===== config.mk =====
export PLATFORM = sky130hd
export DESIGN_NAME = stnv_front
export DESIGN_NICKNAME = d
export VERILOG_FILES = /design/src/sv/stnv_pkg.sv /design/src/sv/stnv_front.sv
export SDC_FILE = /design/constraint.sdc
export NUM_CORES = 1
export LEC_CHECK = 0
export BUFFER_PORTS_ARGS = -buffer_cell sky130_fd_sc_hd__buf_2
export CAP_MARGIN = 20
export CELL_PAD_IN_SITES_DETAIL_PLACEMENT = 1
export CELL_PAD_IN_SITES_GLOBAL_PLACEMENT = 2
export CORE_MARGIN = 1.5
export CORE_UTILIZATION = 41
export CTS_CLUSTER_SIZE = 20
export DETAILED_ROUTE_END_ITERATION = 12
export MAX_ROUTING_LAYER = met4
export PLACE_DENSITY = 0.95
export SYNTH_ARGS = -nofsm -noshare
export SYNTH_HDL_FRONTEND = slang
export SYNTH_SLANG_ARGS = --single-unit

===== constraint.sdc =====
create_clock -name clock -period 7.21 [get_ports clock]
set_input_delay 1.0815 -clock clock [delete_from_list [all_inputs] [get_ports clock]]
set_output_delay 1.0815 -clock clock [all_outputs]
set_load 0.02 [all_outputs]

===== src/sv/stnv_pkg.sv =====
package stnv_pkg;

   localparam int FRAC_BITS_DEFAULT = 16;

   localparam int COORD_W = 32;
   localparam int DIFF_W  = COORD_W + 1;
   localparam int RSUM_W  = COORD_W + 3;
   localparam int ABSS_W  = COORD_W + 2;
   localparam int OFS3_W  = COORD_W + 2;
   localparam int PROD_W  = 2 * DIFF_W;
   localparam int DET_W   = PROD_W - 1;
   localparam int X_W     = DET_W + ABSS_W;
   localparam int LIMB_W  = 32;
   localparam int X_LIMBS = (X_W + LIMB_W - 1) / LIMB_W;
   localparam int PI_W    = 64;
   localparam int PI_LIMBS = PI_W / LIMB_W;
   localparam int P_W     = X_W + PI_W + 1;
   localparam int VOL_W   = 64;
   localparam int UC_W    = VOL_W + 1;

   localparam logic [PI_W-1:0] PI_Q62 = 64'hC90F_DAA2_2168_C235;

   // clamp for the scaled value before the divide by three
   localparam logic [UC_W-1:0] UC_LIMIT = 65'h1_8000_0000_0000_0003;

   localparam int DIGIT_W   = 16;
   localparam int N_DIGITS  = VOL_W / DIGIT_W;
   localparam int CUR_W     = DIGIT_W + 2;
   localparam int DIV_SHIFT = DIGIT_W + 4;
   localparam int RECIP_W   = DIGIT_W + 3;
   localparam logic [RECIP_W-1:0] RECIP3 = RECIP_W'(((1 << DIV_SHIFT) + 2) / 3);

   localparam logic [VOL_W-1:0] VOL_POS_MAX = 64'h7FFF_FFFF_FFFF_FFFF;
   localparam logic [VOL_W-1:0] VOL_NEG_MAG = 64'h8000_0000_0000_0000;

   localparam int FRONT_STAGES = 2;
   localparam int MAG_STAGES   = 4;
   localparam int SCALE_STAGES = 5;
   localparam int DIV_STAGES   = N_DIGITS + 1;
   localparam int N_STAGES     = FRONT_STAGES + MAG_STAGES + SCALE_STAGES + DIV_STAGES;

   localparam int CSR_IDX_W  = 1;
   localparam int CSR_DATA_W = 32;
   localparam logic [CSR_IDX_W-1:0] CSR_AXIS_SELECT = 1'd0;
   localparam logic [CSR_IDX_W-1:0] CSR_AXIS_OFFSET = 1'd1;

   typedef struct packed {
      logic signed [COORD_W-1:0] head_x;
      logic signed [COORD_W-1:0] head_y;
      logic signed [COORD_W-1:0] tail_x;
      logic signed [COORD_W-1:0] tail_y;
      logic signed [COORD_W-1:0] center_x;
      logic signed [COORD_W-1:0] center_y;
   } req_type;

   typedef struct packed {
      logic signed [VOL_W-1:0] head_volume;
      logic signed [VOL_W-1:0] tail_volume;
   } rsp_type;

   typedef struct packed {
      logic signed [DIFF_W-1:0] d_own;
      logic signed [DIFF_W-1:0] e_own;
      logic signed [DIFF_W-1:0] d_cen;
      logic signed [DIFF_W-1:0] e_cen;
      logic signed [RSUM_W-1:0] rsum;
   } lane_type;

endpackage


===== src/sv/stnv_front.sv =====
module stnv_front import stnv_pkg::*; (
   input  logic                    clock,
   input  logic                    axis_select,
   input  logic signed [OFS3_W-1:0] offset3,
   input  logic [FRONT_STAGES-1:0] adv,
   input  req_type                 req_data,
   output lane_type                head_lane,
   output lane_type                tail_lane
);

   logic signed [COORD_W-1:0] hr_in, hz_in, tr_in, tz_in, cr_in, cz_in, mr_in, mz_in;
   logic signed [COORD_W-1:0] hr_ff, hz_ff, tr_ff, tz_ff, cr_ff, cz_ff, mr_ff, mz_ff;
   logic signed [COORD_W:0]   mr_sum, mz_sum;
   lane_type                  head_in, tail_in, head_ff, tail_ff;

   always_comb begin
      if (axis_select) begin
         hr_in = req_data.head_y;
         hz_in = req_data.head_x;
         tr_in = req_data.tail_y;
         tz_in = req_data.tail_x;
         cr_in = req_data.center_y;
         cz_in = req_data.center_x;
      end else begin
         hr_in = req_data.head_x;
         hz_in = req_data.head_y;
         tr_in = req_data.tail_x;
         tz_in = req_data.tail_y;
         cr_in = req_data.center_x;
         cz_in = req_data.center_y;
      end
      mr_sum = (COORD_W+1)'(hr_in) + (COORD_W+1)'(tr_in);
      mz_sum = (COORD_W+1)'(hz_in) + (COORD_W+1)'(tz_in);
      mr_in  = mr_sum[COORD_W:1];
      mz_in  = mz_sum[COORD_W:1];
   end

   always_comb begin
      head_in.d_own = DIFF_W'(hr_ff) - DIFF_W'(mr_ff);
      head_in.e_own = DIFF_W'(hz_ff) - DIFF_W'(mz_ff);
      head_in.d_cen = DIFF_W'(cr_ff) - DIFF_W'(mr_ff);
      head_in.e_cen = DIFF_W'(cz_ff) - DIFF_W'(mz_ff);
      head_in.rsum  = RSUM_W'(hr_ff) + RSUM_W'(cr_ff) + RSUM_W'(mr_ff) - RSUM_W'(offset3);
      tail_in.d_own = DIFF_W'(tr_ff) - DIFF_W'(mr_ff);
      tail_in.e_own = DIFF_W'(tz_ff) - DIFF_W'(mz_ff);
      tail_in.d_cen = head_in.d_cen;
      tail_in.e_cen = head_in.e_cen;
      tail_in.rsum  = RSUM_W'(tr_ff) + RSUM_W'(cr_ff) + RSUM_W'(mr_ff) - RSUM_W'(offset3);
   end

   always_ff @(posedge clock) begin
      if (adv[0]) begin
         hr_ff <= hr_in;
         hz_ff <= hz_in;
         tr_ff <= tr_in;
         tz_ff <= tz_in;
         cr_ff <= cr_in;
         cz_ff <= cz_in;
         mr_ff <= mr_in;
         mz_ff <= mz_in;
      end
      if (adv[1]) begin
         head_ff <= head_in;
         tail_ff <= tail_in;
      end
   end

   assign head_lane = head_ff;
   assign tail_lane = tail_ff;

endmodule


==> Word-level counts from Yosys, hierarchy flattened <==
Index checks and enable logic that the tools add are counted.
{ "word_totals": {"ff_bits": 524, "inputBits": 230, "wordCells": 36, "output_inout_bits": 334} }
{ "op_classes": {"muxes": 6, "n_addsub": 14} }
{ "ops": {"columns": ["cell", "count"], "rows": [
  ["32-bit by 32-bit subtractor with 33-bit output", 6],
  ["32-bit 2-to-1 mux", 6],
  ["32-bit by 32-bit adder with 33-bit output", 4],
  ["34-bit by 34-bit subtractor with 35-bit output", 2],
  ["33-bit by 32-bit adder with 34-bit output", 2]
]} }

==> Depth between registers and ports, before layout <==
{ "logic_depth": {"word_depth": 3, "depth_mapped": 17, "mapped_depth_nobuf": 17} }

==> Worst setup path after synthesis <==
No wires, ideal clock.
{ "synth_path": {"path_kind": "input-to-reg", "startpoint": "input offset3[7]", "endpoint": "register tail_ff (netlist bit tail_lane[30]), data pin", "arrival_time_ps": 4294, "stages": 16, "t_required_ps": 6944, "path_slack_ps": 2650, "path_cell_list": "inv_1 fa_1 inv_1 fa_1 inv_1 ha_1 a21o_1 a21o_1 a21o_1 a211oi_2 o31ai_2 a221o_1 a21oi_2 o21a_2 o31ai_2 xor2_1"} }
{ "synth_lines": {"columns": ["item", "line", "rtl"], "rows": [
  ["start: declaration", "stnv_front.sv:4", "input logic signed [OFS3_W-1:0] offset3,"],
  ["end signal: assignment", "stnv_front.sv:64", "tail_ff <= tail_in;"],
  ["end: declaration", "stnv_front.sv:14", "lane_type head_in, tail_in, head_ff, tail_ff;"]
]} }

==> summary.txt <==
GRT
  – First-pass GRT wire length: roughly 190000 µm
  – Initial antenna violation count: 21
  – Vias in the first global route: roughly 30000
  – Pin count of the biggest net entering global routing: between 100 and 150
  – Grt ovf: 0
  – GRT Total Usage: 26.91%

Synthesis
  – Area leader, netlist: edfxtp_1
  – Yosys top cell area share: between 40% and 50%
  – XOR/XNOR Fraction of Synth Area: ~6.3%
  – Synth cell types: 90
  – Yosys reg bits: about 520
  – Syn_nets: about 4300
  – Top_reg_cell synth: edfxtp_1
  – Post-Synth Simple-Gate Area: around 8.1%
  – Commonest cells in the netlist: edfxtp_1 (524), inv_1 (454), ha_1 (321), a21oi_1 (269), xnor2_1 (200)
  – Async S/R FF share, synth: 0%
  – Top-count cell post-synth: edfxtp_1
  – Largest family of logic cells by synthesized area: adder cells
  – Synth Area in Adders: approximately 18%
  – Post-synthesis compound-gate area fraction: roughly 15%
  – Synthesis Warnings: 0
  – Seq/Total Area, Yosys: 40.76%
  – Syn Std Cell Area: just under 40000 µm²
  – Mean Syn Cell Area: about 11 µm²
  – EDFF count, synth: about 520
  – Most area-consuming cells after synthesis: edfxtp_1 (41%), ha_1 (10%), fa_1 (7.5%), mux2_2 (5.5%), xnor2_1 (4.5%)
  – Multiplexer share of the synthesized area: around 5.6%
  – Cells after Synth: about 3600

Clock tree
  – Hold_buf cts: 0
  – Sink Count: approximately 520
  – CTS H-tree lvls: 2
  – Postcts setup bufs: 0
  – Clk slew on worst S/H paths: 60 ps
  – PostCTS Resize Cnt: 0
  – Maximum buffer depth of the clock tree: 3
  – CTS root buf: clkbuf_16
  – CTS Buf Count: ~60
  – Clock latency on the worst-skew pair: just under 700 ps
  – CTS tree: done

Final layout
  – Layout Cells excl Fill: around 5400
  – Syn-to-layout area delta: 15.19%
  – Final #Nets: 4767
  – Fraction of layout cells with a size suffix above 1: about 22%
  – Final core occ: a little under half

STA
  – Fmax: ~200 MHz
  – Worst slew pin tran: roughly 960 ps
  – Finish-stage setup viols: 0
  – Fin crit period: around 5000 ps
  – Final Hold Violating Endpoints: 0
  – Relative slew margins: between 30% and 40%
  – RSZ-0062 raised after global routing: no
  – Total negative slack: 0 ps
  – Worst Slack Setup Final: 2221 ps
  – Part of the cycle the worst path needs: between 60% and 70%
  – Final slew viol count: 0
  – Skew final: 29.69 ps

Power
  – Leakage power: around 20 nW
  – Max IR drop VDD: slightly above 0.2 mV
  – Power Density: 393.3 nW/µm²

Routing
  – Pre-antenna DRT Iters: 5
  – Post-Route WL: 128500 µm
  – DRT iter0 DRCs: a little under 2000
  – Avg Vias per Cell: ~5.5
  – Drt drc: 0
  – DRT antenna net count: 0
  – Wire length per cell: about 24 µm
  – Via count: around 30000

Job
  – Number of max-cap violations: 0

Place
  – DP Wirelength: roughly 110000 µm
  – GPL Wtd Cong: around 0.94
  – Port Buffer Count: 563
  – Pre-CTS setup slack: between 1500 and 2000 ps
  – Post-Place Cells: 5263

Setup path
  – Startpoint types: flip-flop
  – Critical path class: flip-flop to flip-flop
  – Setup slack, reg-to-reg: 2220 ps
  – WP data arrival: 5400 ps
  – Worst Setup End Kind: flip-flop
  – Worst Path Max Fanout: 3
  – Required time worst endpoint: 7620 ps

Floorplanning
  – Die W: about 310 µm
  – Core area: just over 90000 µm²
  – Starting density of the core: 41.36%
  – Num rows: between 100 and 150
  – Die height: slightly above 300 µm
  – Top Ports: 564
  – Die area: ~96000 µm²

Min path
  – Worst min-delay path class: input port to flip-flop

Outcome
  – Run status: finished, final reports clean
stage by stage:
stage | hold WS, ps | power, W | instance area (µm²)
final | 731.6 | 0.01749 | 44460
after floorplan | 618.7 | 0.01138 | 38600
after detailed placement | 735.9 | 0.01421 | 42360
after global placement | 706.6 | 0.01397 | 42360
after global routing | 697.1 | 0.01855 | 44460
after CTS | 684.3 | 0.01757 | 44420
worst paths after layout:
check             cells after the start            end         start
hold reg to reg                       1   tail_lane[0]      tr_ff[0]
setup / recovery                     17  tail_lane[33]      cr_ff[1]
hold / removal                        2      cr_ff[27]  req_data[59]
setup reg to reg                     17  tail_lane[33]      cr_ff[1]
per-layer routing:
layer / vias to the layer above / track usage [%] / wire [µm]
met5: - / - / 0
met4: 0 / 8.951 / 4313
met3: 167 / 2.698 / 6059
met2: 841 / 42.95 / 60490
met1: 14870 / 35.91 / 57630
li1: 13760 / - / -
layout by cell type, fill, tap and decap left out, types with 25 or more instances in the layout:
cell	count
a211oi_1	28
a21o_1	166
a21oi_1	269
a31oi_1	27
and3_1	25
buf_2	560
clkbuf_16	61
edfxtp_1	524
fa_1	144
ha_1	321
inv_1	454
mux2_2	188
nand2_1	164
nand2b_1	39
nand3_1	63
nand4_1	41
nor2_1	182
nor2b_1	42
nor3_1	35
o21a_1	43
o21ai_0	118
o21ai_1	27
o21bai_1	37
xnor2_1	200
xor2_1	78
kinds of logic (layout without fill, tap and decap cells):
logic type	Yosys count	after routing
fa+ha+maj	465	465
other cells	0	19
buf+inv	579	1136
simple gates	648	648
flops	524	524
xor+xnor	278	278
compound gates	877	877
mux	194	194
flip-flops by register name, summed over array words and instances, names as in the netlist:
signal,cells
mz_ff,32
mr_ff,32
cz_ff,32
head_lane,101
hz_ff,32
cr_ff,32
tr_ff,32
hr_ff,32
tail_lane,167
tz_ff,32
power by group:
group          internal [W]  leakage [nW]  switching [W]
Combinational       0.00341          13.7        0.00577
Clock               0.00191          1.00        0.00136
Sequential          0.00464          5.13       0.000407
Total               0.00996          19.8        0.00753
cell type report:
cell class | instances | area, µm²
fillers | 10420 | 48870
multi-input cells | 2462 | 20440
flip-flops and latches | 524 | 15740
repair buffers | 569 | 2917
inverters | 454 | 1704
well taps | 1254 | 1569
clock buffers | 68 | 1553
clock inverters | 45 | 500.5
diodes | 19 | 47.55
worst max-delay path, stage by stage, from the launching register on:
cell,delay (ps)
edfxtp_1,460
inv_1,160
fa_1,510
inv_1,60
fa_1,480
ha_1,190
inv_1,80
fa_1,480
nor2b_1,140
o21ai_0,130
a21boi_0,360
o31ai_1,210
a21oi_1,370
a21oi_1,230
o21ai_1,390
nor2_1,160
o21ai_0,240
xor2_1,90
(Power assumes the default switching activity.)
