## config.mk

```make
export PLATFORM = sky130hd
export DESIGN_NAME = stnv_div3
export DESIGN_NICKNAME = d
export VERILOG_FILES = /design/src/sv/stnv_pkg.sv /design/src/sv/stnv_div3.sv
export SDC_FILE = /design/constraint.sdc
export NUM_CORES = 2
export LEC_CHECK = 0
export ABC_AREA = 1
export BUFFER_PORTS_ARGS = -buffer_cell sky130_fd_sc_hd__clkbuf_2
export CELL_PAD_IN_SITES_DETAIL_PLACEMENT = 1
export CELL_PAD_IN_SITES_GLOBAL_PLACEMENT = 2
export CORE_MARGIN = 2
export CORE_UTILIZATION = 38
export CTS_BUF_LIST = sky130_fd_sc_hd__clkbuf_8 sky130_fd_sc_hd__clkbuf_16
export DETAILED_ROUTE_END_ITERATION = 8
export PLACE_DENSITY = 0.87
export SYNTH_ARGS = -nofsm -noshare
export SYNTH_HDL_FRONTEND = slang
export SYNTH_SLANG_ARGS = --single-unit
```

## constraint.sdc

```tcl
create_clock -name clock -period 6.9 [get_ports clock]
set_input_delay 1.38 -clock clock [delete_from_list [all_inputs] [get_ports clock]]
set_output_delay 1.38 -clock clock [all_outputs]
set_load 0.01 [all_outputs]
```

## src/sv/stnv_pkg.sv

```systemverilog
package stnv_pkg;

   localparam int FRAC_BITS_DEFAULT = 16;

   localparam int COORD_W = 32;
   localparam int DIFF_W  = COORD_W + 1;
   localparam int RSUM_W  = COORD_W + 3;
   localparam int ABSS_W  = COORD_W + 2;
   localparam int OFS3_W  = COORD_W + 2;
   localparam int PROD_W  = 2 * DIFF_W;
   localparam int DET_W   = PROD_W - 1;
   localparam int X_W     = DET_W + ABSS_W;
   localparam int LIMB_W  = 32;
   localparam int X_LIMBS = (X_W + LIMB_W - 1) / LIMB_W;
   localparam int PI_W    = 64;
   localparam int PI_LIMBS = PI_W / LIMB_W;
   localparam int P_W     = X_W + PI_W + 1;
   localparam int VOL_W   = 64;
   localparam int UC_W    = VOL_W + 1;

   localparam logic [PI_W-1:0] PI_Q62 = 64'hC90F_DAA2_2168_C235;

   // clamp for the scaled value before the divide by three
   localparam logic [UC_W-1:0] UC_LIMIT = 65'h1_8000_0000_0000_0003;

   localparam int DIGIT_W   = 16;
   localparam int N_DIGITS  = VOL_W / DIGIT_W;
   localparam int CUR_W     = DIGIT_W + 2;
   localparam int DIV_SHIFT = DIGIT_W + 4;
   localparam int RECIP_W   = DIGIT_W + 3;
   localparam logic [RECIP_W-1:0] RECIP3 = RECIP_W'(((1 << DIV_SHIFT) + 2) / 3);

   localparam logic [VOL_W-1:0] VOL_POS_MAX = 64'h7FFF_FFFF_FFFF_FFFF;
   localparam logic [VOL_W-1:0] VOL_NEG_MAG = 64'h8000_0000_0000_0000;

   localparam int FRONT_STAGES = 2;
   localparam int MAG_STAGES   = 4;
   localparam int SCALE_STAGES = 5;
   localparam int DIV_STAGES   = N_DIGITS + 1;
   localparam int N_STAGES     = FRONT_STAGES + MAG_STAGES + SCALE_STAGES + DIV_STAGES;

   localparam int CSR_IDX_W  = 1;
   localparam int CSR_DATA_W = 32;
   localparam logic [CSR_IDX_W-1:0] CSR_AXIS_SELECT = 1'd0;
   localparam logic [CSR_IDX_W-1:0] CSR_AXIS_OFFSET = 1'd1;

   typedef struct packed {
      logic signed [COORD_W-1:0] head_x;
      logic signed [COORD_W-1:0] head_y;
      logic signed [COORD_W-1:0] tail_x;
      logic signed [COORD_W-1:0] tail_y;
      logic signed [COORD_W-1:0] center_x;
      logic signed [COORD_W-1:0] center_y;
   } req_type;

   typedef struct packed {
      logic signed [VOL_W-1:0] head_volume;
      logic signed [VOL_W-1:0] tail_volume;
   } rsp_type;

   typedef struct packed {
      logic signed [DIFF_W-1:0] d_own;
      logic signed [DIFF_W-1:0] e_own;
      logic signed [DIFF_W-1:0] d_cen;
      logic signed [DIFF_W-1:0] e_cen;
      logic signed [RSUM_W-1:0] rsum;
   } lane_type;

endpackage

```

## src/sv/stnv_div3.sv

```systemverilog
module stnv_div3 import stnv_pkg::*; (
   input  logic                   clock,
   input  logic [DIV_STAGES-1:0]  adv,
   input  logic [UC_W-1:0]        uc,
   input  logic                   neg_in,
   output logic signed [VOL_W-1:0] vol
);

   localparam int PRD_W = CUR_W + RECIP_W;

   logic [1:0]        rem_src  [N_DIGITS];
   logic [VOL_W-1:0]  word_src [N_DIGITS];
   logic [VOL_W-1:0]  quot_src [N_DIGITS];
   logic [N_DIGITS-1:0] neg_src;
   logic [1:0]        rem_in   [N_DIGITS];
   logic [VOL_W-1:0]  quot_in  [N_DIGITS];
   logic [1:0]        rem_ff   [N_DIGITS];
   logic [VOL_W-1:0]  word_ff  [N_DIGITS];
   logic [VOL_W-1:0]  quot_ff  [N_DIGITS];
   logic [N_DIGITS-1:0] neg_ff;
   logic [VOL_W-1:0]  mag, mag_sat;
   logic signed [VOL_W-1:0] vol_in, vol_ff;

   always_comb begin
      logic [CUR_W-1:0]   cur;
      logic [PRD_W-1:0]   prd;
      logic [DIGIT_W-1:0] q;
      logic [CUR_W-1:0]   rem_full;
      rem_src[0]  = {1'b0, uc[UC_W-1]};
      word_src[0] = uc[VOL_W-1:0];
      quot_src[0] = '0;
      neg_src[0]  = neg_in;
      for (int s = 1; s < N_DIGITS; s++) begin
         rem_src[s]  = rem_ff[s-1];
         word_src[s] = word_ff[s-1];
         quot_src[s] = quot_ff[s-1];
         neg_src[s]  = neg_ff[s-1];
      end
      for (int s = 0; s < N_DIGITS; s++) begin
         cur      = {rem_src[s], word_src[s][VOL_W-1-DIGIT_W*s -: DIGIT_W]};
         prd      = PRD_W'(cur) * PRD_W'(RECIP3);
         q        = prd[DIV_SHIFT +: DIGIT_W];
         rem_full = cur - CUR_W'({q, 1'b0}) - CUR_W'(q);
         rem_in[s]  = rem_full[1:0];
         quot_in[s] = quot_src[s];
         quot_in[s][VOL_W-1-DIGIT_W*s -: DIGIT_W] = q;
      end
   end

   always_comb begin
      mag = quot_ff[N_DIGITS-1];
      if (neg_ff[N_DIGITS-1]) begin
         mag_sat = (mag > VOL_NEG_MAG) ? VOL_NEG_MAG : mag;
         vol_in  = -$signed(mag_sat);
      end else begin
         mag_sat = (mag > VOL_POS_MAX) ? VOL_POS_MAX : mag;
         vol_in  = $signed(mag_sat);
      end
   end

   always_ff @(posedge clock) begin
      for (int s = 0; s < N_DIGITS; s++) begin
         if (adv[s]) begin
            rem_ff[s]  <= rem_in[s];
            word_ff[s] <= word_src[s];
            quot_ff[s] <= quot_in[s];
            neg_ff[s]  <= neg_src[s];
         end
      end
      if (adv[N_DIGITS]) begin
         vol_ff <= vol_in;
      end
   end

   assign vol = vol_ff;

endmodule

```

## Yosys cells after proc, flatten, opt, wreduce, memory -nomap -nowiden

Memories as Yosys holds them, arrays and structs flattened.
Cells that the tools add are included.

- Register bits after elaboration: 68
- Memory bits (writable): 520
- Bits of input ports: 72
- Output and inout port bits: 64
- Logic and storage cells: 34
- Memories kept: 3

- Add/sub/neg operators: 9
- Multiply operators: 4
- Magnitude comparators: 2
- Mux-type cells: 11

Memories:

| memory | depth | bits a word | read ports | clocked after Yosys merged registers in | wr ports | RTL line | text |
|---|---|---|---|---|---|---|---|
| quot_ff | 4 | 64 | 4 | 0 | 4 | stnv_div3.sv:19 | `logic [VOL_W-1:0] quot_ff [N_DIGITS];` |
| word_ff | 4 | 64 | 3 | 0 | 4 | stnv_div3.sv:18 | `logic [VOL_W-1:0] word_ff [N_DIGITS];` |
| rem_ff | 4 | 2 | 3 | 0 | 4 | stnv_div3.sv:17 | `logic [1:0] rem_ff [N_DIGITS];` |

Operator list:

| operator | number |
|---|---|
| 64-bit 2-to-1 mux | 3 |
| 18-bit by 18-bit multiplier with 35-bit output, second input constant | 3 |
| 64-bit by 63-bit > comparator with 1-bit output, second input constant | 1 |
| 64-bit > comparator, second input constant | 1 |
| 64-bit negation | 1 |
| 17-bit by 18-bit multiplier with 35-bit output, second input constant | 1 |
| 2-bit subtractor | 8 |
| 1-bit 2-to-1 mux | 8 |

## Depth between registers and ports, before layout

An unclocked memory read counts as a cell.

- Depth after elaboration: 5
- Mapped depth: 33
- Gate-level depth less buffers: 33

## Least setup slack after synthesis

No wires, ideal clock.

- Path type: input port to flip-flop
- Start: in uc[50]
- End: mem rem_ff[0][1], data pin
- Library setup time: 0.252 ns
- Arrival: 6.682 ns
- Data required time: 6.648 ns
- Path slack: -0.034 ns
- Stages: 27
- Path buffers: 0
- Path through: ha_1 > inv_1 > fa_1 > inv_1 > fa_1 > fa_1 > fa_1 > inv_1 > fa_1 > inv_1 > ha_1 > nand2_1 > nor2_1 > a211oi_1 > nand2_1 > nand2_1 > nand2_1 > ha_1 > inv_1 > ha_1 > nor2_1 > xor2_1 > nand3_1 > nand2_1 > inv_1 > nand3_1 > nand2_1

RTL lines:

| what | RTL line | text |
|---|---|---|
| start: declaration | stnv_div3.sv:4 | `input logic [UC_W-1:0] uc,` |
| end: declaration | stnv_div3.sv:17 |  |

==> impl_metrics.yaml <==
min_path:
  hp-class: "flop to flop"
setup_path:
  setup.worst_path.end: "rem_ff[0][1]$_DFFE_PP_"
  r2r_end: "rem_ff[1][1]$_DFFE_PP_"
  crit_path_end_kind: "flop"
  worstPathRequired_ns: 7.24
  ff2ff_path_depth: 23
  start_kind: "input pin"
  rrSetupSlack_ns: 0.64
  cp_max_fo: 3
  reg2reg_from: "word_ff[0][35]$_DFFE_PP_"
  startpoint: "uc[50]"
  arrival_ns: 6.87
  path_class: "input pin to flop"
logic_synthesis:
  synth.cells.most_frequent: "inv_1 (956), ha_1 (592), nand2_1 (515)"
  ys_types: 60
  synth_nets: 4931
  yosysMostFrequentCell: "inv_1"
  synth_xor_xnor_area_share_pct: 2.37
  synthesis.area_um2: 37000
  synthAdderAreaFrac_pct: 41.8
  ys.flop_type: "edfxtp_1"
  yosys.area_share.simple_pct: 10.6
  synth_edf_count: 330
  yosys.area.top_type: "edfxtp_1"
  synth_mux_area_share_pct: 0
  synth_top_family_by_area: "adder cells"
  ys_ff_latch: 330
  yosys-top-cells-area: "edfxtp_1 (27%), fa_1 (22%), ha_1 (20%)"
  synth_top_area_share_pct: 26.8
  synthCells: 3864
  synth_compound_area_share_pct: 7.59
  async_reset_ff_share_pct: 0
  postSynthAreaPerCell_um2: 9.57
  yosysWarningCount: 0
  ys_seq_area_share_pct: 26.8
finish:
  n_antenna_cell: 0
  fin_util_pct: 42.4
  layout-drive-gt1-share_pct: 8.27
  area_delta_synth_final_pct: 10.7
  fin_nets: 5122
clocking:
  ctsLongestPathBuffers: 3
  cts_tree: "built"
  clkLatencyLatePin_ns: 0.62
  cts.sinks: 330
  cts_max_level: 2
  cts-root-buf: "clkbuf_16"
  cts_buffers: 40
  path_clk_slew_ns: 0.06
sta:
  timing.final.crit_share_pct: 94.6
  finalMaxSlewViolations: 0
  worst_pin_slew_ns: 0.959
  hold_violations: 0
  final.min_clock_period_ns: 6.53
  report.final.setup_viol: 0
  clock_skew_ns: 0.0364
  slew_headroom_pct: 36.1
  max_freq_mhz: 153
global_routing:
  antenna_found_initial: 1
  grtUsageTotal_pct: 20.4
  grt_overflow: 0
  grt_max_degree: 80
  grt_pass1_vias: 29000
  grt_first_pass_wirelength_um: 159000
route:
  ant_nets: 0
  drt_first_pass_iters: 5
  via_count: 26800
  drt_iter0_drc: 1167
  drc: 0
  avgRoutedWirePerCell_um: 18.7
  wl_um: 100000
  vias_per_cell: 4.99
job:
  cap_viol_max_count: 0
die:
  rows: 114
  die_area_um2: 99900
  io_pins: 136
  die_w_um: 316
  die_y_um: 316
  core_um2: 96600
  start_util_pct: 38.3
outcome:
  status: "complete, no violations"
placement:
  io_buffers: 135
  place.gp.congestion: 0.892
  dpl.hpwl_um: 84800
state kept, by name, indices dropped and copies added, names as in the netlist:
| name | flops |
|---|---|
| vol | 64 |
| rem_ff | 6 |
| word_ff | 96 |
| quot_ff | 160 |
| neg_ff | 4 |
metrics by stage:
step                      std cells  worst slack [ns]  instance area, µm²  hold WS (ns)  setup TNS (ns)
after floorplan                3864            0.0147               37000         0.400               0
after global placement         5288            -0.283               39500         0.401          -0.283
after detailed placement       5288            -0.448               39500         0.406          -0.505
after CTS                      5362             0.195               40900         0.396               0
after global routing           5363           -0.0224               40900         0.405         -0.0224
final                          5363             0.371               40900         0.393               0
cells by family (layout without fill, tap and decap cells):
| logic type | count (synthesis) | after routing |
|---|---|---|
| flops | 330 | 330 |
| compound gates | 467 | 467 |
| fa+ha+maj | 995 | 995 |
| simple gates | 948 | 948 |
| xor+xnor | 100 | 100 |
| buf+inv | 1024 | 1247 |
how the worst min path moves through the flow:
stage | start | endpoint | slack (ns) | cells after the start
floorplan | neg_ff[0]$_DFFE_PP_ | neg_ff[1]$_DFFE_PP_ | 0.40 | 0
global placement | word_ff[1][7]$_DFFE_PP_ | word_ff[2][7]$_DFFE_PP_ | 0.40 | 0
detailed placement | quot_ff[2][21]$_DFFE_PP_ | quot_ff[3][21]$_DFFE_PP_ | 0.41 | 0
CTS | quot_ff[1][57]$_DFFE_PP_ | quot_ff[2][57]$_DFFE_PP_ | 0.40 | 0
global route | word_ff[0][23]$_DFFE_PP_ | word_ff[1][23]$_DFFE_PP_ | 0.41 | 0
finish | quot_ff[1][57]$_DFFE_PP_ | quot_ff[2][57]$_DFFE_PP_ | 0.39 | 0
final cells by class:
type,count,area [µm²]
fill,11000,55600
multi-input combinational,2510,23200
sequential,330,9910
inverter,962,3610
tap,1276,1600
timing repair buffer,211,1250
clock buffer,41,1030
clock inverter,33,395
per-layer routing:
metal | up-vias | GRT usage [%] | wire (µm)
li1 | 12800 | - | -
met1 | 13400 | 26.9 | 45600
met2 | 396 | 35.7 | 48900
met3 | 110 | 2.54 | 3300
met4 | 0 | 4.80 | 2230
met5 | - | 0 | 0
repair_timing:
item | in CTS | in global routing
endpoints found under the setup margin | 0 | 1
gates resized for setup | 0 | 12
endpoints found under the hold margin | 0 | 0
hold buffers | 0 | 0
buffers inserted | 0 | 1
cells in the final DEF, fill, tap and decap left out, types with 31 or more instances in the layout:
master / instances
a21oi_1: 158
buf_4: 79
clkbuf_16: 41
clkbuf_2: 130
edfxtp_1: 330
fa_1: 402
ha_1: 590
inv_1: 959
nand2_1: 511
nand3_1: 85
nand4_1: 37
nor2_1: 242
o21ai_0: 153
o41ai_1: 31
xnor2_1: 31
xor2_1: 69
critical path, stage by stage:
cell,delay (ns)
clkbuf_2,0.11
ha_1,0.30
inv_1,0.08
fa_1,0.53
inv_1,0.08
fa_2,0.59
fa_1,0.46
fa_1,0.56
inv_1,0.06
fa_1,0.54
inv_1,0.05
ha_1,0.30
nand2_1,0.09
o21ai_1,0.10
a211oi_2,0.25
nand2_1,0.11
nand2_2,0.08
nand2_2,0.07
ha_4,0.27
inv_1,0.03
ha_1,0.16
nor2_1,0.12
xor2_1,0.19
nand3_1,0.10
nand2_1,0.09
inv_1,0.04
nand3_1,0.06
nand2_1,0.06
Power is not shown: default switching activity piles up to over one toggle a cycle in this logic, so the estimate is an artifact.
