`src/sv/stnv_pkg.sv`:
```
package stnv_pkg;

   localparam int FRAC_BITS_DEFAULT = 16;

   localparam int COORD_W = 32;
   localparam int DIFF_W  = COORD_W + 1;
   localparam int RSUM_W  = COORD_W + 3;
   localparam int ABSS_W  = COORD_W + 2;
   localparam int OFS3_W  = COORD_W + 2;
   localparam int PROD_W  = 2 * DIFF_W;
   localparam int DET_W   = PROD_W - 1;
   localparam int X_W     = DET_W + ABSS_W;
   localparam int LIMB_W  = 32;
   localparam int X_LIMBS = (X_W + LIMB_W - 1) / LIMB_W;
   localparam int PI_W    = 64;
   localparam int PI_LIMBS = PI_W / LIMB_W;
   localparam int P_W     = X_W + PI_W + 1;
   localparam int VOL_W   = 64;
   localparam int UC_W    = VOL_W + 1;

   localparam logic [PI_W-1:0] PI_Q62 = 64'hC90F_DAA2_2168_C235;

   // clamp for the scaled value before the divide by three
   localparam logic [UC_W-1:0] UC_LIMIT = 65'h1_8000_0000_0000_0003;

   localparam int DIGIT_W   = 16;
   localparam int N_DIGITS  = VOL_W / DIGIT_W;
   localparam int CUR_W     = DIGIT_W + 2;
   localparam int DIV_SHIFT = DIGIT_W + 4;
   localparam int RECIP_W   = DIGIT_W + 3;
   localparam logic [RECIP_W-1:0] RECIP3 = RECIP_W'(((1 << DIV_SHIFT) + 2) / 3);

   localparam logic [VOL_W-1:0] VOL_POS_MAX = 64'h7FFF_FFFF_FFFF_FFFF;
   localparam logic [VOL_W-1:0] VOL_NEG_MAG = 64'h8000_0000_0000_0000;

   localparam int FRONT_STAGES = 2;
   localparam int MAG_STAGES   = 4;
   localparam int SCALE_STAGES = 5;
   localparam int DIV_STAGES   = N_DIGITS + 1;
   localparam int N_STAGES     = FRONT_STAGES + MAG_STAGES + SCALE_STAGES + DIV_STAGES;

   localparam int CSR_IDX_W  = 1;
   localparam int CSR_DATA_W = 32;
   localparam logic [CSR_IDX_W-1:0] CSR_AXIS_SELECT = 1'd0;
   localparam logic [CSR_IDX_W-1:0] CSR_AXIS_OFFSET = 1'd1;

   typedef struct packed {
      logic signed [COORD_W-1:0] head_x;
      logic signed [COORD_W-1:0] head_y;
      logic signed [COORD_W-1:0] tail_x;
      logic signed [COORD_W-1:0] tail_y;
      logic signed [COORD_W-1:0] center_x;
      logic signed [COORD_W-1:0] center_y;
   } req_type;

   typedef struct packed {
      logic signed [VOL_W-1:0] head_volume;
      logic signed [VOL_W-1:0] tail_volume;
   } rsp_type;

   typedef struct packed {
      logic signed [DIFF_W-1:0] d_own;
      logic signed [DIFF_W-1:0] e_own;
      logic signed [DIFF_W-1:0] d_cen;
      logic signed [DIFF_W-1:0] e_cen;
      logic signed [RSUM_W-1:0] rsum;
   } lane_type;

endpackage

```
`src/sv/stnv_ctrl.sv`:
```
module stnv_ctrl import stnv_pkg::*; (
   input  logic                clock,
   input  logic                reset,
   input  logic                req_valid,
   input  logic                rsp_stall,
   output logic                req_stall,
   output logic                rsp_valid,
   output logic [N_STAGES-1:0] adv
);

   logic [N_STAGES-1:0] valid_ff;
   logic [N_STAGES-1:0] valid_in;

   // a stage moves when the output drains or it or some later stage holds a bubble
   for (genvar g = 0; g < N_STAGES; g++) begin : g_adv
      assign adv[g] = !rsp_stall || !(&valid_ff[N_STAGES-1:g]);
   end

   always_comb begin
      valid_in[0] = adv[0] ? req_valid : valid_ff[0];
      for (int i = 1; i < N_STAGES; i++) begin
         valid_in[i] = adv[i] ? valid_ff[i-1] : valid_ff[i];
      end
   end

   always_ff @(posedge clock) begin
      if (reset) begin
         valid_ff <= '0;
      end else begin
         valid_ff <= valid_in;
      end
   end

   assign req_stall = !adv[0];
   assign rsp_valid = valid_ff[N_STAGES-1];

endmodule

```
`config.mk`:
```
export PLATFORM = sky130hd
export DESIGN_NAME = stnv_ctrl
export DESIGN_NICKNAME = d
export VERILOG_FILES = /design/src/sv/stnv_pkg.sv /design/src/sv/stnv_ctrl.sv
export SDC_FILE = /design/constraint.sdc
export NUM_CORES = 1
export LEC_CHECK = 0
export BUFFER_PORTS_ARGS = -buffer_cell sky130_fd_sc_hd__buf_4
export CELL_PAD_IN_SITES_DETAIL_PLACEMENT = 2
export CELL_PAD_IN_SITES_GLOBAL_PLACEMENT = 2
export CORE_ASPECT_RATIO = 1.75
export CORE_UTILIZATION = 25
export CTS_CLUSTER_SIZE = 14
export DETAILED_ROUTE_END_ITERATION = 7
export PLACE_DENSITY_LB_ADDON = 0.1
export RECOVER_POWER = 100
export SLEW_MARGIN = 40
export SYNTH_ARGS = -nofsm -noshare
export SYNTH_HDL_FRONTEND = slang
export SYNTH_SLANG_ARGS = --single-unit
```
`constraint.sdc`:
```
create_clock -name clock -period 1.1 [get_ports clock]
set_input_delay 0.055 -clock clock [delete_from_list [all_inputs] [get_ports clock]]
set_output_delay 0.055 -clock clock [all_outputs]
set_load 0.1 [all_outputs]
```
Word-level counts from Yosys, hierarchy flattened --
Index checks and enable logic that the tools add are counted.
Operators by class: reductions and logical operators 49
Operators with widths (number):
- $logic_not A1 Y1 | 18
- $logic_or A1 B1 Y1 | 16
- $reduce_and A16 Y1 | 1
- $reduce_and A15 Y1 | 1
- $reduce_and A14 Y1 | 1
- $reduce_and A13 Y1 | 1
- $reduce_and A12 Y1 | 1
- $reduce_and A11 Y1 | 1
- $reduce_and A10 Y1 | 1
- $reduce_and A9 Y1 | 1
- $reduce_and A8 Y1 | 1
- $reduce_and A7 Y1 | 1
- $reduce_and A6 Y1 | 1
- $reduce_and A5 Y1 | 1
- $reduce_and A4 Y1 | 1
- $reduce_and A3 Y1 | 1
- $reduce_and A2 Y1 | 1
Storage, ports and cells: output and inout bits 18, logic and storage cells 65, flip-flop bits (word level) 16, input bits 4

Depth between registers and ports, before layout --
Gate-level depths: netlist (run 1).
word-level depth 4, gate-level depth with buffers 5, gate-level depth less buffers 3

Worst setup path after synthesis (run 1) --
Ideal clock, no wire load.
path type register -> output, start point register valid_ff[15], end point output req_stall, buffers on the path 1, setup slack -3035 ps, stages on the path, launching flop included 5, data arrival time 4080 ps, required time 1045 ps, cells stage by stage dfxtp_1 and4_1 buf_6 nand4_4 nor3_1
Between the ends: longest elaborated chain between the ends 4
Ends and longest elaborated chain:
- from (decl) | RTL line stnv_ctrl.sv:11 | logic [N_STAGES-1:0] valid_ff;
- from (signal assigned) | RTL line stnv_ctrl.sv:30 | valid_ff <= valid_in;
- $reduce_and A16 Y1 | RTL line stnv_ctrl.sv:16 | assign adv[g] = !rsp_stall || !(&valid_ff[N_STAGES-1:g]);
- $logic_not A1 Y1 | RTL line stnv_ctrl.sv:16
- $logic_or A1 B1 Y1 | RTL line stnv_ctrl.sv:16
- $logic_not A1 Y1 | RTL line stnv_ctrl.sv:34 | assign req_stall = !adv[0];
- to (decl) | RTL line stnv_ctrl.sv:6 | output logic req_stall,
Every way passes these cells.

Worst setup path after layout (run 1) --
start point register valid_ff[10], end point output adv[3]
Between the ends: longest elaborated chain between the ends 3
Ends and longest elaborated chain:
- $reduce_and A13 Y1 | RTL line stnv_ctrl.sv:16
- $logic_not A1 Y1 | RTL line stnv_ctrl.sv:16
- $logic_or A1 B1 Y1 | RTL line stnv_ctrl.sv:16
- to (decl) | RTL line stnv_ctrl.sv:8 | output logic [N_STAGES-1:0] adv
Every way passes these cells.

==> flow_summary_export.csv, run 1 <==
group,metric,value,unit
grt,grt_pass1_wl,4600,µm
detailed_routing,dr.pass1.iters,2,
grt,grt_util_all_layers,0.193,
grt,grt_max_degree,24,
setup_path,rr_worst_depth,7,
grt,overflow,0,
detailed_routing,vias_per_cell,5.09,
setup_path,critPathKind,"flop to output port",
detailed_routing,wl_per_cell,19.1,µm
setup_path,end_kind,"output port",
timing,rsz0062_at_grt,"true",
timing,fmax,0.621,GHz
final_layout,syn2layout_area_growth,111,%
setup_path,worst_ep_arrival_time,1.56,ns
die,dieHeight,73.8,µm
placement,place_inst,148,
die,row_count,25,
placement,post-place-ws,-0.482,ns
grt,antenna_found_initial,0,
pwr,powerDensity,759,nW/µm²
detailed_routing,dr.first_iter.drc_count,8,
clocking,clock_sinks,16,
placement,hpwl,1760,µm
clocking,cts-buffers-inserted,3,
timing,setup_viol,29,
final_layout,final_cells,161,
hold_path,hp-start,"req_valid",
hold_path,hp-class,"input pin to flop",
setup_path,r2r_end,"valid_ff[4]",
synthesis,syn_nets,87,
final_layout,nets,139,
timing,fin_skew,0.00203,ns
timing,final-max-slew-violation-count,0,
final_layout,largest_reg_flops,16,
setup_path,path_max_fanout,6,
detailed_routing,drt_wl_total,3070,µm
final_layout,num_antenna_cells,0,
detailed_routing,drcViolationCount,0,
run_status,violations,"negative setup slack",
synthesis,syn_area,736,µm²
clocking,cts_tree,"yes",
synthesis,synth_seq_cells,16,
detailed_routing,vias,820,
final_layout,reg_top3,"valid_ff: 16 flops",
timing,period_minus_slack,1.61,ns
synthesis,yosysWarnings,0,
final_layout,drive_above_1_share,0.664,
hold_path,hold_depth,3,
timing,period_share,1.46,
timing,worst_pin_slew,0.328,ns
clocking,clk_path_buf_depth,2,
pwr,total_leakage_power,0.640,nW
clocking,clockRootBuffer,"clkbuf_8",
synthesis,yosysSeqAreaShare,0.435,
timing,finalHoldViolCount,0,
final_layout,largest-register,"valid_ff",
placement,place_congestion,0.711,
setup_path,required,1.04,ns
detailed_routing,ant_nets,0,
die,die_w,43.0,µm
setup_path,critPathLaunch,"valid_ff[10]",
timing,slew_headroom,0.781,
placement,port_buffers,21,
setup_path,worstSetupStartpointType,"flop",
run_status,status,"complete, but fails checks",
die,coreArea,2750,µm²
timing,setup_ws,-0.510,ns
hold_path,min_to,"valid_ff[0]",
setup_path,r2r_setup_slack,-0.36,ns
die,die_area,3170,µm²
clocking,clock_latency,0.26,ns
setup_path,timing.rr.start,"valid_ff[13]",
run,cap_violations,0,
grt,grt_pass1_vias,894,
clocking,clkTransAtPathRegs,0.07,ns
die,io_pins,22,
synthesis,netlist_instances,83,
die,start_util,0.267,
synthesis,synth_cell_types,23,
synthesis,avgSynthCellArea,8.86,µm²
clocking,cts_htree_levels,1,
pwr,ir_drop,0.668,mV
==> layout by cell type (no fill, tap or decap), types with 2 or more instances in the layout <==
cell	count
a21oi_1	4
a21oi_2	4
buf_12	15
buf_4	22
buf_6	15
clkbuf_8	4
dfxtp_1	8
dfxtp_2	7
inv_1	7
nand2_1	4
nand2b_1	6
nand3_1	5
nand4_1	4
nor2_1	4
o31ai_2	2
o31ai_4	3
or2_4	3
or3_4	4
==> Yosys cell counts <==
cell / count / share of area
nand2b_1: 6 / 0.051
a21oi_1: 8 / 0.054
inv_1: 8 / 0.041
or3_1: 4 / 0.034
nand3b_1: 1 / 0.010
o31ai_1: 5 / 0.051
buf_6: 2 / 0.031
nor2_1: 4 / 0.020
nor3_1: 1 / 0.0068
dfxtp_1: 16 / 0.44
o22ai_1: 1 / 0.0085
buf_12: 1 / 0.027
nand2_1: 5 / 0.026
clkbuf_1: 2 / 0.010
o41ai_2: 1 / 0.022
and4_1: 2 / 0.024
nand4_4: 1 / 0.029
and3_2: 1 / 0.010
or2_1: 2 / 0.017
and2_1: 1 / 0.0085
nand4_1: 4 / 0.034
nand3_1: 6 / 0.041
or2_2: 1 / 0.0085
==> worst max path at each step <==
stage | to | slack, ns | depth (start not counted)
finish | adv[3] | -0.51 | 4
CTS | adv[3] | -0.54 | 4
global placement | adv[2] | -0.44 | 4
global route | adv[3] | -0.56 | 4
detailed placement | adv[3] | -0.48 | 4
floorplan | valid_ff[10] | -1.18 | 4
==> worst max-delay path, cell delays in order, from the launching register on <==
cell and delay [ns]:
dfxtp_1 0.35, and3_4 0.23, nand4_4 0.16, or3_4 0.38, buf_12 0.18
==> power breakdown <==
part	internal, mW	total [mW]	leakage [nW]	switching (mW)
sequential	0.583	0.588	0.134	0.00486
clock	0.318	0.539	0.0288	0.220
combinational	0.0234	0.0527	0.477	0.0292
==> kinds of logic (layout without fill, tap and decap cells) <==
group / count (synthesis) / after routing / share of synthesized area
simple gates: 39 / 39 / 0.320
buf+inv: 13 / 64 / 0.109
flops: 16 / 16 / 0.435
compound gates: 15 / 15 / 0.136
==> per-stage QoR <==
| step | cell area (µm²) | TNS (ns) | utilization | hold WS (ns) | power, mW |
|---|---|---|---|---|---|
| 6_report | 1550 | -9.18 | 0.565 | 0.00462 | 1.18 |
| 5_1_grt | 1550 | -10.78 | 0.565 | 0.00952 | 1.22 |
| 4_1_cts | 1420 | -7.24 | 0.514 | 0.0139 | 1.18 |
| 3_5_place_dp | 1070 | -5.35 | 0.390 | 0.276 | 0.644 |
| 3_3_place_gp | 1070 | -4.54 | 0.390 | 0.263 | 0.642 |
| 2_1_floorplan | 776 | -18.80 | - | 0.173 | 0.619 |
==> repair_timing <==
item	4_1_cts	5_1_grt
setup buffers	4	9
hold buffers	0	0
pin swaps	7	4
resized for setup	69	24
setup endpoints to repair	29	29
hold endpoints to repair	0	0
cloned	0	0
==> final cells by class <==
cell class | instances | area, µm²
Inverter | 8 | 30.0
Tap cell | 27 | 33.8
Multi-Input combinational cell | 54 | 468
Fill cell | 254 | 1200
Timing Repair Buffer | 52 | 634
Sequential cell | 16 | 333
Clock buffer | 4 | 55.1
==> per-layer routing <==
layer,track usage,part of all wire,vias to the layer above
met5,0,0,-
met4,0.0505,0.015,0
met3,0.0221,0.023,5
met2,0.370,0.55,16
met1,0.220,0.41,404
li1,-,-,395
(Power assumes the default switching activity.)
==> run 2, diff against run 1 <==
CORE_ASPECT_RATIO = 0.7   (was 1.75)
==> run 2 against run 1 <==
The run still ends with negative setup slack left; clock power grew 4.8%; clock-buffer cell count did not move; via count decreased by 1.1%; sequential cell count unchanged; total power increased by 3.1%; final cell count grew 3.7%; setup slack got worse by 0.087 ns; critical path type unchanged.
==> flow_summary_export.csv, run 2 (synthesis results as in run 1) <==
group,metric,value,unit
run_status,status,"complete, but fails checks",
run_status,violations,"negative setup slack",
setup_path,crit_chain,"and3_4, nand4_4, or3_4, buf_12",
setup_path,required,1.04,ns
clocking,cts-buffers-inserted,3,
final_layout,finish.utilization,0.547,
setup_path,r2r_setup_slack,-0.35,ns
detailed_routing,vias_per_cell,4.86,
grt,grt_pass1_wl,4440,µm
grt,grt_util_all_layers,0.207,
clocking,clock_sinks,16,
die,coreArea,2800,µm²
final_layout,num-fill-cells,272,
timing,setup_viol,26,
setup_path,critPathKind,"flop to output port",
die,row_count,16,
timing,slew_headroom,0.797,
clocking,clkTransAtPathRegs,0.07,ns
final_layout,final_cells,167,
pwr,ir_drop,0.588,mV
timing,final-max-slew-violation-count,0,
setup_path,rr_worst_depth,6,
timing,rsz0062_at_grt,"true",
timing,fin_skew,0.00517,ns
pwr,total_leakage_power,0.620,nW
setup_path,max_stage_delay,0.45,ns
final_layout,largest-register,"valid_ff",
final_layout,num_antenna_cells,0,
setup_path,worstSetupStartpointType,"flop",
clocking,clk_path_buf_depth,2,
timing,worst_pin_slew,0.305,ns
hold_path,hp-class,"input pin to flop",
die,start_util,0.263,
hold_path,min_to,"valid_ff[11]",
clocking,clock_latency,0.27,ns
detailed_routing,drcViolationCount,0,
die,dieHeight,47.4,µm
final_layout,reg_top3,"valid_ff: 16 flops",
die,die_area,3170,µm²
timing,tns,-8.21,ns
final_layout,largest_reg_flops,16,
timing,finalHoldViolCount,0,
grt,grt_max_degree,24,
placement,hpwl,1640,µm
setup_path,slowest_stage,"or3_4",
clocking,cts_htree_levels,1,
hold_path,hold_depth,2,
placement,place_inst,157,
die,io_pins,22,
detailed_routing,drt_wl_total,3370,µm
final_layout,drive_above_1_share,0.672,
placement,place_congestion,0.710,
setup_path,worst_ep_arrival_time,1.64,ns
grt,grt_pass1_vias,830,
die,die_w,66.8,µm
final_layout,nets,136,
setup_path,crit_buf_inv,1,
timing,hold_ws,0.167,ns
pwr,total_power,1.22,mW
timing,setup_ws,-0.597,ns
timing,period_minus_slack,1.70,ns
final_layout,syn2layout_area_growth,108,%
grt,antenna_found_initial,0,
timing,fmax,0.589,GHz
final_layout,final_common_cell,"buf_4",
hold_path,hp-start,"reset",
run,cap_violations,0,
detailed_routing,dr.first_iter.drc_count,30,
final_layout,layout_common_cells,"buf_4, buf_12, dfxtp_2",
pwr,powerDensity,793,nW/µm²
placement,port_buffers,21,
detailed_routing,wl_per_cell,20.2,µm
timing,period_share,1.54,
setup_path,end_kind,"output port",
clocking,clockRootBuffer,"clkbuf_8",
setup_path,timing.rr.start,"valid_ff[15]",
clocking,cts_tree,"yes",
detailed_routing,dr.pass1.iters,3,
setup_path,critPathTopFamily,"simple AND/OR/NAND/NOR gates",
grt,overflow,0,
detailed_routing,ant_nets,0,
setup_path,path_max_fanout,7,
detailed_routing,vias,811,
setup_path,r2r_end,"valid_ff[1]",
run 2: cell types whose count changed in the layout (fill, tap and decap cells not counted), sizes merged:
cell,before,now
buf,52,48
dlygate4sd3,0,1
run 2: timing repair:
action / CTS / global route
buffers inserted: 4 / 4
cloned: 0 / 0
endpoints found under the hold margin: 1 / 0
resized for setup: 67 / 21
pin swaps: 5 / 4
hold buffers: 1 / 0
setup endpoints to repair: 27 / 27
run 2: power breakdown:
group          switching (mW)  internal (mW)  total (mW)
combinational          0.0342         0.0293      0.0635
sequential            0.00489          0.582       0.587
clock                   0.245          0.320       0.565
total                   0.284          0.931        1.22
run 2: how the worst max path moves through the flow:
stage / depth (start not counted) / from / end
2_1_floorplan: 4 / valid_ff[15] / valid_ff[10]
3_3_place_gp: 4 / valid_ff[13] / adv[1]
3_5_place_dp: 4 / valid_ff[13] / adv[2]
4_1_cts: 4 / valid_ff[15] / adv[3]
5_1_grt: 4 / valid_ff[13] / adv[0]
6_report: 4 / valid_ff[9] / adv[0]
run 2: cell type report:
| cell class | count | area (µm²) | area share |
|---|---|---|---|
| clock buffers | 4 | 55.1 | 0.0359 |
| inverters | 8 | 30.0 | 0.0196 |
| multi-input cells | 54 | 477 | 0.311 |
| flip-flops and latches | 16 | 335 | 0.219 |
| well taps | 36 | 45.0 | 0.0294 |
| repair buffers | 49 | 591 | 0.385 |
run 2: through the flow:
step                      cell area (µm²)  setup WS, ns
after CTS                            1430        -0.528
after global placement               1080        -0.445
after global routing                 1530        -0.656
after floorplan                       776         -1.18
final                                1530        -0.597
after detailed placement             1080        -0.466
run 2: layer usage:
layer  share of wire  vias up  GRT usage
met3           0.038       10     0.0631
met2            0.49       18      0.358
met5               0        -          0
met4           0.029        0     0.0766
li1                -      385          -
met1            0.44      398      0.247
